==> config.mk <==
export PLATFORM = sky130hd
export DESIGN_NAME = scalar_kalman_filter
export DESIGN_NICKNAME = d
export VERILOG_FILES = /design/src/sv/skf_pkg.sv /design/src/sv/scalar_kalman_filter.sv
export SDC_FILE = /design/constraint.sdc
export NUM_CORES = 2
export LEC_CHECK = 0
export BUFFER_PORTS_ARGS = -buffer_cell sky130_fd_sc_hd__clkbuf_2
export CORE_MARGIN = 1
export CORE_UTILIZATION = 39
export CTS_CLUSTER_SIZE = 30
export DETAILED_ROUTE_END_ITERATION = 10
export GPL_TIMING_DRIVEN = 0
export SLEW_MARGIN = 20
export SYNTH_ARGS = -nofsm -noshare
export SYNTH_HDL_FRONTEND = slang
export SYNTH_SLANG_ARGS = --single-unit
==> constraint.sdc <==
create_clock -name clk -period 8.95 [get_ports clk]
set_clock_uncertainty 0.2 [all_clocks]
set_input_delay 1.79 -clock clk [delete_from_list [all_inputs] [get_ports clk]]
set_output_delay 1.79 -clock clk [all_outputs]
set_load 0.005 [all_outputs]
==> src/sv/skf_pkg.sv <==
// ----------------------------------------------------------------------------
// skf_pkg
// Shared types and constants of the scalar Kalman filter: sequencer states,
// gain format, register indexes and register reset values.
// ----------------------------------------------------------------------------
package skf_pkg;

    // Gain is unsigned Q0.16 with one extra bit so that 1.0 is representable
    localparam int GAIN_BITS  = 16;
    localparam int GAIN_WIDTH = GAIN_BITS + 1;
    localparam logic [GAIN_WIDTH-1:0] GAIN_ONE = GAIN_WIDTH'(1) << GAIN_BITS;

    // One quotient bit per division step
    localparam int DIV_STEPS = GAIN_WIDTH;
    localparam int CNT_WIDTH = $clog2(DIV_STEPS);

    // Datapath word sizes
    localparam int STATE_WIDTH = 32;
    localparam int CFG_WIDTH   = 32;
    localparam int EST_WIDTH   = 16;
    localparam int M_TDATA_W   = ((EST_WIDTH + GAIN_WIDTH + 7) / 8) * 8;

    // Configuration register indexes
    localparam int CFG_INDEX_W = 1;
    localparam logic [CFG_INDEX_W-1:0] CFG_PROCESS_NOISE = 1'b0;
    localparam logic [CFG_INDEX_W-1:0] CFG_MEASURE_NOISE = 1'b1;

    // Register reset values (10.0 and 400.0 in Q16.16)
    localparam logic [CFG_WIDTH-1:0] PROCESS_NOISE_RST = 32'd655360;
    localparam logic [CFG_WIDTH-1:0] MEASURE_NOISE_RST = 32'd26214400;

    // Sequencer states
    typedef enum logic [2:0] {
        ST_IDLE,
        ST_PRED,
        ST_DEN,
        ST_INIT,
        ST_DIV,
        ST_MUL_EST,
        ST_MUL_COV,
        ST_OUT
    } skf_state_t;

endpackage

==> src/sv/scalar_kalman_filter.sv <==
// ----------------------------------------------------------------------------
// scalar_kalman_filter
// One-dimensional Kalman filter in fixed point, one shared multiplier and a
// restoring divider stepped by a small sequencer.
// ----------------------------------------------------------------------------
// Usage:
//   Input stream (s_*): one signed sensor sample per transfer.
//   Output stream (m_*): one result per sample: the rounded estimate and the
//   gain used in that step.
//   Config port: cfg_we / cfg_index / cfg_data write process_noise (index 0)
//   or measure_noise (index 1); write only while idle.
// Sequence:
//   A sample passes through prediction, the gain denominator, divider setup,
//   the 17-step restoring divider (skipped with a zero denominator), two
//   passes through the shared multiplier and the output load; the next
//   sample is taken once the sequencer is back in idle.
//   s_tready is high only while the sequencer is idle.
// Stalls:
//   The result sits in an output register, so a new sample is taken while an
//   earlier result waits; if that result is still not taken when the next
//   one is ready, the sequencer holds until m_tready frees the register.
// Reset:
//   rst_n clears the estimate to zero, the covariance to one and loads the
//   default noise values; both streams go empty.
// ----------------------------------------------------------------------------
module scalar_kalman_filter #(
    parameter int FRAC_BITS    = 16,
    parameter int SAMPLE_WIDTH = 16,
    localparam int S_TDATA_W   = ((SAMPLE_WIDTH + 7) / 8) * 8
) (
    input  logic                                 clk,
    input  logic                                 rst_n,
    // input stream
    input  logic                                 s_tvalid,
    output logic                                 s_tready,
    input  logic [S_TDATA_W-1:0]                 s_tdata,   // [SAMPLE_WIDTH-1:0] sample
    // output stream
    output logic                                 m_tvalid,
    input  logic                                 m_tready,
    output logic [skf_pkg::M_TDATA_W-1:0]        m_tdata,   // [15:0] estimate, [32:16] gain
    // configuration
    input  logic                                 cfg_we,
    input  logic [skf_pkg::CFG_INDEX_W-1:0]      cfg_index,
    input  logic [skf_pkg::CFG_WIDTH-1:0]        cfg_data
);

    localparam int SW  = skf_pkg::STATE_WIDTH;
    localparam int GW  = skf_pkg::GAIN_WIDTH;
    localparam int GB  = skf_pkg::GAIN_BITS;
    localparam int EW  = skf_pkg::EST_WIDTH;
    localparam int NUM_W  = SW + GB + 1;          // pm * 2^16 + den / 2
    localparam int REM_W  = SW + 1;               // remainder below den
    localparam int MB_W   = SW + 2;               // signed multiplier operand
    localparam int PROD_W = GW + 1 + MB_W;        // signed product
    localparam int SUM_W  = SW + 5;               // estimate plus delta

    localparam logic signed [63:0] I32_MAX_W = 64'sd2147483647;
    localparam logic signed [63:0] I32_MIN_W = -64'sd2147483648;
    localparam logic signed [SUM_W-1:0] I32_MAX_S = SUM_W'(64'sd2147483647);
    localparam logic signed [SUM_W-1:0] I32_MIN_S = SUM_W'(-64'sd2147483648);
    localparam logic signed [SW:0] EST_MAX = (SW+1)'(32767);
    localparam logic signed [SW:0] EST_MIN = (SW+1)'(-32768);
    localparam logic signed [SW:0] EST_HALF = (SW+1)'(1) << (FRAC_BITS - 1);
    localparam logic signed [PROD_W-1:0] PROD_HALF = PROD_W'(1) << (GB - 1);
    localparam logic [SW-1:0] COV_RST = SW'(1) << FRAC_BITS;
    localparam logic [skf_pkg::CNT_WIDTH-1:0] CNT_LAST =
        skf_pkg::CNT_WIDTH'(skf_pkg::DIV_STEPS - 1);

    skf_pkg::skf_state_t state_reg, state_next;

    logic [SW-1:0]                 q_noise_reg, r_noise_reg;
    logic signed [SW-1:0]          est_reg;
    logic [SW-1:0]                 cov_reg;
    logic [SAMPLE_WIDTH-1:0]       sample_reg;
    logic [SW-1:0]                 pm_reg;
    logic [SW:0]                   den_reg;
    logic [REM_W-1:0]              rem_reg;
    logic [GB:0]                   num_lo_reg;
    logic [GW-1:0]                 q_reg;
    logic [skf_pkg::CNT_WIDTH-1:0] cnt_reg;
    logic signed [PROD_W-1:0]      prod_reg;
    logic                          m_tvalid_reg;
    logic [skf_pkg::M_TDATA_W-1:0] m_tdata_reg;

    logic                          in_xfer;
    logic                          out_load;

    // ------------------------------------------------------------------
    // Next state
    // ------------------------------------------------------------------
    always_comb
    begin
        state_next = state_reg;
        unique case (state_reg)
            skf_pkg::ST_IDLE:
            begin
                if (s_tvalid)
                    state_next = skf_pkg::ST_PRED;
            end
            skf_pkg::ST_PRED:    state_next = skf_pkg::ST_DEN;
            skf_pkg::ST_DEN:     state_next = skf_pkg::ST_INIT;
            skf_pkg::ST_INIT:
            begin
                if (den_reg == '0)
                    state_next = skf_pkg::ST_MUL_EST;
                else
                    state_next = skf_pkg::ST_DIV;
            end
            skf_pkg::ST_DIV:
            begin
                if (cnt_reg == CNT_LAST)
                    state_next = skf_pkg::ST_MUL_EST;
            end
            skf_pkg::ST_MUL_EST: state_next = skf_pkg::ST_MUL_COV;
            skf_pkg::ST_MUL_COV: state_next = skf_pkg::ST_OUT;
            skf_pkg::ST_OUT:
            begin
                if (!m_tvalid_reg || m_tready)
                    state_next = skf_pkg::ST_IDLE;
            end
            default:             state_next = skf_pkg::ST_IDLE;
        endcase
    end

    // ------------------------------------------------------------------
    // Sequencer outputs
    // ------------------------------------------------------------------
    always_comb
    begin
        s_tready = 1'b0;
        out_load = 1'b0;
        unique case (state_reg)
            skf_pkg::ST_IDLE: s_tready = 1'b1;
            skf_pkg::ST_OUT:  out_load = !m_tvalid_reg || m_tready;
            default:
            begin
                s_tready = 1'b0;
                out_load = 1'b0;
            end
        endcase
    end

    assign in_xfer = s_tvalid && s_tready;

    // ------------------------------------------------------------------
    // Prediction: saturating covariance add, then the gain denominator
    // ------------------------------------------------------------------
    logic [SW:0]    pm_sum;
    logic [SW-1:0]  pm_sat;
    logic [NUM_W-1:0] num_full;

    assign pm_sum   = {1'b0, cov_reg} + {1'b0, q_noise_reg};
    assign pm_sat   = pm_sum[SW] ? '1 : pm_sum[SW-1:0];
    assign num_full = {1'b0, pm_reg, {GB{1'b0}}} + NUM_W'(den_reg >> 1);

    // ------------------------------------------------------------------
    // Divider step: one quotient bit per cycle
    // ------------------------------------------------------------------
    logic [REM_W:0] div_shift;
    logic [REM_W:0] div_trial;
    logic           div_ge;

    assign div_shift = {rem_reg, num_lo_reg[GB]};
    assign div_trial = div_shift - {1'b0, den_reg};
    assign div_ge    = !div_trial[REM_W];

    // ------------------------------------------------------------------
    // Shared multiplier: gain * (z - est), then pm * (1 - gain)
    // ------------------------------------------------------------------
    logic signed [63:0]       z_wide;
    logic signed [SW-1:0]     z_val;
    logic signed [SW:0]       diff;
    logic [GW-1:0]            mul_a;
    logic signed [MB_W-1:0]   mul_b;
    logic signed [PROD_W-1:0] mul_p;

    assign z_wide = 64'(signed'(sample_reg)) <<< FRAC_BITS;
    always_comb
    begin
        if (z_wide > I32_MAX_W)
            z_val = I32_MAX_W[SW-1:0];
        else if (z_wide < I32_MIN_W)
            z_val = I32_MIN_W[SW-1:0];
        else
            z_val = z_wide[SW-1:0];
    end
    assign diff = {z_val[SW-1], z_val} - {est_reg[SW-1], est_reg};

    always_comb
    begin
        if (state_reg == skf_pkg::ST_MUL_EST)
        begin
            mul_a = q_reg;
            mul_b = {diff[SW], diff};
        end
        else
        begin
            mul_a = skf_pkg::GAIN_ONE - q_reg;
            mul_b = {2'b00, pm_reg};
        end
    end
    assign mul_p = $signed({1'b0, mul_a}) * mul_b;

    // ------------------------------------------------------------------
    // Estimate update (rounded delta, saturated sum) and covariance update
    // ------------------------------------------------------------------
    logic signed [PROD_W-1:0] prod_rnd;
    logic signed [SUM_W-1:0]  est_sum;
    logic signed [SW-1:0]     est_sat;

    assign prod_rnd = prod_reg + PROD_HALF;
    assign est_sum  = SUM_W'(est_reg) + SUM_W'(prod_rnd >>> GB);
    always_comb
    begin
        if (est_sum > I32_MAX_S)
            est_sat = I32_MAX_S[SW-1:0];
        else if (est_sum < I32_MIN_S)
            est_sat = I32_MIN_S[SW-1:0];
        else
            est_sat = est_sum[SW-1:0];
    end

    // ------------------------------------------------------------------
    // Output rounding to an integer sample
    // ------------------------------------------------------------------
    logic signed [SW:0]   est_half;
    logic signed [SW:0]   est_int;
    logic [EW-1:0]        est_out;

    assign est_half = {est_reg[SW-1], est_reg} + EST_HALF;
    assign est_int  = est_half >>> FRAC_BITS;
    always_comb
    begin
        if (est_int > EST_MAX)
            est_out = EST_MAX[EW-1:0];
        else if (est_int < EST_MIN)
            est_out = EST_MIN[EW-1:0];
        else
            est_out = est_int[EW-1:0];
    end

    // ------------------------------------------------------------------
    // Control registers
    // ------------------------------------------------------------------
    always_ff @(posedge clk or negedge rst_n)
    begin
        if (!rst_n)
        begin
            state_reg    <= skf_pkg::ST_IDLE;
            m_tvalid_reg <= 1'b0;
            q_noise_reg  <= skf_pkg::PROCESS_NOISE_RST;
            r_noise_reg  <= skf_pkg::MEASURE_NOISE_RST;
            est_reg      <= '0;
            cov_reg      <= COV_RST;
        end
        else
        begin
            state_reg <= state_next;

            // config writes
            if (cfg_we)
            begin
                unique case (cfg_index)
                    skf_pkg::CFG_PROCESS_NOISE: q_noise_reg <= cfg_data;
                    skf_pkg::CFG_MEASURE_NOISE: r_noise_reg <= cfg_data;
                    default:                    q_noise_reg <= q_noise_reg;
                endcase
            end

            // filter state
            if (state_reg == skf_pkg::ST_MUL_COV)
                est_reg <= est_sat;
            if (state_reg == skf_pkg::ST_OUT && out_load)
                cov_reg <= prod_rnd[GB+SW-1:GB];

            // output valid
            if (out_load)
                m_tvalid_reg <= 1'b1;
            else if (m_tready)
                m_tvalid_reg <= 1'b0;
        end
    end

    // ------------------------------------------------------------------
    // Datapath registers
    // ------------------------------------------------------------------
    always_ff @(posedge clk)
    begin
        if (in_xfer)
            sample_reg <= s_tdata[SAMPLE_WIDTH-1:0];

        unique case (state_reg)
            skf_pkg::ST_PRED:
                pm_reg <= pm_sat;
            skf_pkg::ST_DEN:
                den_reg <= {1'b0, pm_reg} + {1'b0, r_noise_reg};
            skf_pkg::ST_INIT:
            begin
                rem_reg    <= REM_W'(num_full[NUM_W-1:GB+1]);
                num_lo_reg <= num_full[GB:0];
                cnt_reg    <= '0;
                q_reg      <= (den_reg == '0) ? skf_pkg::GAIN_ONE : '0;
            end
            skf_pkg::ST_DIV:
            begin
                rem_reg    <= div_ge ? div_trial[REM_W-1:0] : div_shift[REM_W-1:0];
                num_lo_reg <= {num_lo_reg[GB-1:0], 1'b0};
                q_reg      <= {q_reg[GW-2:0], div_ge};
                cnt_reg    <= cnt_reg + 1'b1;
            end
            skf_pkg::ST_MUL_EST,
            skf_pkg::ST_MUL_COV:
                prod_reg <= mul_p;
            default:
                prod_reg <= prod_reg;
        endcase

        if (out_load)
            m_tdata_reg <= skf_pkg::M_TDATA_W'({q_reg, est_out});
    end

    assign m_tvalid = m_tvalid_reg;
    assign m_tdata  = m_tdata_reg;

endmodule

==> PnR_summary.wiki <==
{| class="wikitable"
! Metric !! Value
|-
| Max incr delay on CP || 0.54 ns
|-
| Total placed cells including tap cells || 6092
|-
| Floorplan die height || 333 µm
|-
| Max-Slew Margin vs Limit || 32.5%
|-
| Length in cells of the worst reg-to-reg path || 36
|-
| DP Wirelength || 109 mm
|-
| Die footprint || 0.111 mm²
|-
| Utilization after layout || 44.9%
|-
| Gr ovfl total || 0
|-
| Root buffer selected by CTS || clkbuf_16
|-
| Skew-Pair Late Insertion Delay || 0.61 ns
|-
| CTS clock-pin slew for the worst setup and hold paths || 0.06 ns
|-
| Class of the most critical setup path || flip-flop to flip-flop
|-
| Max Fclk || 109 MHz
|-
| Slowest CP cell || fa_1
|-
| Proportion of synthesized chip area in sequential cells || 23.4%
|-
| Startpoint kind of the worst setup timing path || flip-flop
|-
| Element type at the critical path end || flip-flop
|-
| Measured slew at the worst slew-check pin || 0.984 ns
|-
| Count of endpoints failing hold in the final timing report || 0
|-
| Delay-heaviest family, CP || adder cells
|-
| Core region area || 0.108 mm²
|-
| Slack of the worst reg-to-reg path || -0.22 ns
|-
| CTS tree || built
|-
| Chip Width || 333 µm
|-
| Max-cap violations || 0
|-
| Worst reg2reg path startpoint || sample_reg[0]
|-
| Worst hold path stage count || 0
|-
| Count of non-filler cells in the finished layout || 6232
|-
| Maximum number of pins on one net before global-route repair || 86
|-
| Antenna Violating Nets Remaining || 0
|-
| Failing checks || negative setup slack
|-
| Num rows || 120
|-
| Gate count of the mapped netlist || 4587
|-
| Io pins || 96
|-
| Bufs on Longest Clock Path || 3
|-
| Effective utilization at floorplan || 39.6%
|-
| Ys flop type || edfxtp_1
|-
| Crit path arrival time || 9.28 ns
|-
| Fin. max-slew vios || 0
|-
| HP Class || flip-flop to flip-flop
|-
| CTS H-tree depth || 2
|-
| Leading cell type in the layout, fill and taps excluded || inv_1
|-
| EDFF count, synth || 223
|-
| Share of async-settable or async-resettable flops after synthesis || 37.2%
|-
| Global placer's final weighted congestion || 0.952
|-
| Post-route fraction of the period consumed by the critical path || 103%
|-
| Initial drt markers || 2816
|-
| Number of clock sinks || 355
|-
| Remaining DRCs || 0
|-
| DRT Wirelength || 135 mm
|-
| # fillers || 10400
|-
| Global-route wire length before repair || 205 mm
|-
| Final Setup Violations || 5
|-
| Largest driver fanout on the critical path || 4
|-
| WL/cell || 21.6 µm
|-
| Buffers & Inverters on Critical Path || 8
|-
| Hold_buf cts || 0
|-
| Average via count per standard cell || 5.38
|-
| Endpoint of the worst hold path || m_tdata[20]
|-
| Setup slack after layout || -0.224 ns
|-
| Post-synthesis cell area || 0.0427 mm²
|-
| Setup repair after global routing missed its margin || yes
|-
| Synth Warn # || 0
|-
| Final critical-path required period || 9.17 ns
|-
| FF+latch count, synth || 355
|-
| Required arrival time at the worst endpoint || 9.05 ns
|-
| Initial antenna violation count || 6
|-
| Overall Global Routing Usage || 24.4%
|-
| Worst Min Path Start || q_reg[4]
|-
| R2R Path End || prod_reg[51]
|-
| First-pass iteration count of the detailed router || 6
|-
| Most common cell type on the critical path || fa_1
|-
| Syn-to-layout area delta || 13.5%
|-
| Post-synthesis average cell area || 9.30 µm²
|-
| Flip-flop count of the largest register after layout || 37
|-
| Share of post-route cells with drive strength above 1 || 13.1%
|-
| Number of nets at the end of the flow || 5678
|-
| Count of buffers from port buffering || 88
|-
| Via count || 33500
|-
| TritonCTS Buffers || 41
|-
| Number of global-route vias before repair || 33500
|-
| Top library cells by usage in the layout, fill and taps aside || inv_1, nand2_1, fa_1
|-
| Unique cell type count in the Yosys netlist || 96
|-
| Status || finished with violations
|}
[logic make-up (layout without fill, tap and decap cells)]
kind of cell,after synthesis,in the layout,share of synthesized area [%]
flops,355,355,23.4
simple gates,1378,1378,14.3
mux,154,154,3.91
fa+ha+maj,831,831,33.8
buf+inv,941,1175,8.53
other cells,1,9,0.00879
compound gates,635,635,10.0
xor+xnor,292,292,6.01
[Yosys cell counts, types with 9 or more instances]
library cell	n	area (µm²)
a21oi_1	186	931
a21boi_0	10	75.1
a21o_1	75	563
nor2_1	331	1240
a22oi_2	16	200
a211oi_1	14	105
a21oi_2	15	131
o21ai_0	120	601
buf_2	13	65.1
o21a_1	20	150
mux2_2	98	1100
dfrtp_1	126	3150
nand3_1	74	370
clkbuf_1	124	465
a211o_1	9	78.8
nor3_1	49	245
nand4_1	31	194
o21bai_1	24	180
and3_1	46	288
fa_1	535	10700
mux2i_1	55	551
edfxtp_1	223	6700
nor4_1	15	93.8
o21ai_1	17	85.1
nand2b_1	44	275
and2_1	43	269
nand2_1	639	2400
ha_1	293	3670
a31oi_1	14	87.6
buf_4	9	67.6
o31ai_1	11	82.6
nor2b_1	51	319
or3_1	17	106
o211ai_1	11	82.6
xnor2_1	198	1730
inv_1	781	2930
xor2_1	93	815
[metal layers]
metal | up-vias | track usage [%] | wire length, µm
met5 | - | 0 | 13
met4 | 2 | 9.66 | 6060
met3 | 229 | 3.38 | 9980
met2 | 1191 | 38.3 | 60800
met1 | 16900 | 34.0 | 57700
li1 | 15300 | - | -
[timing repair]
item | 4_1_cts | 5_1_grt
pin swaps | 53 | 47
setup endpoints to repair | 37 | 22
buffers inserted | 44 | 27
gates resized for setup | 179 | 124
[how the worst max path moves through the flow]
stage	to	from	cells after the start
floorplan	prod_reg[51]	est_reg[20]	33
global placement	prod_reg[51]	q_reg[0]	29
detailed placement	prod_reg[51]	q_reg[0]	29
CTS	prod_reg[51]	sample_reg[0]	32
global route	prod_reg[51]	est_reg[20]	32
finish	prod_reg[51]	sample_reg[0]	36
[final cells by class]
type / count / area, µm² / area share [%]
Antenna cell: 2 / 5.00 / 0.0103
Tap cell: 1403 / 1760 / 3.62
Clock inverter: 28 / 387 / 0.798
Timing Repair Buffer: 167 / 1220 / 2.52
Multi-Input combinational cell: 3297 / 30100 / 62.2
Clock buffer: 46 / 1130 / 2.33
Inverter: 782 / 2950 / 6.08
Sequential cell: 355 / 10000 / 20.7
Buffer: 152 / 842 / 1.74
[through the flow]
step	area [µm²]	setup TNS, ns	setup slack (ns)	hold WS [ns]
after floorplan	42700	0	0.375	0.224
after global placement	44900	-63.75	-2.87	0.232
after detailed placement	45200	-60.84	-2.82	0.243
after CTS	47800	-0.917	-0.305	0.256
after global routing	48400	-2.50	-0.417	0.265
final	48400	-0.566	-0.224	0.253
Power is left out: the tool's default activity adds up to more than one toggle a clock period on the data nets, which glitch-free logic cannot reach.
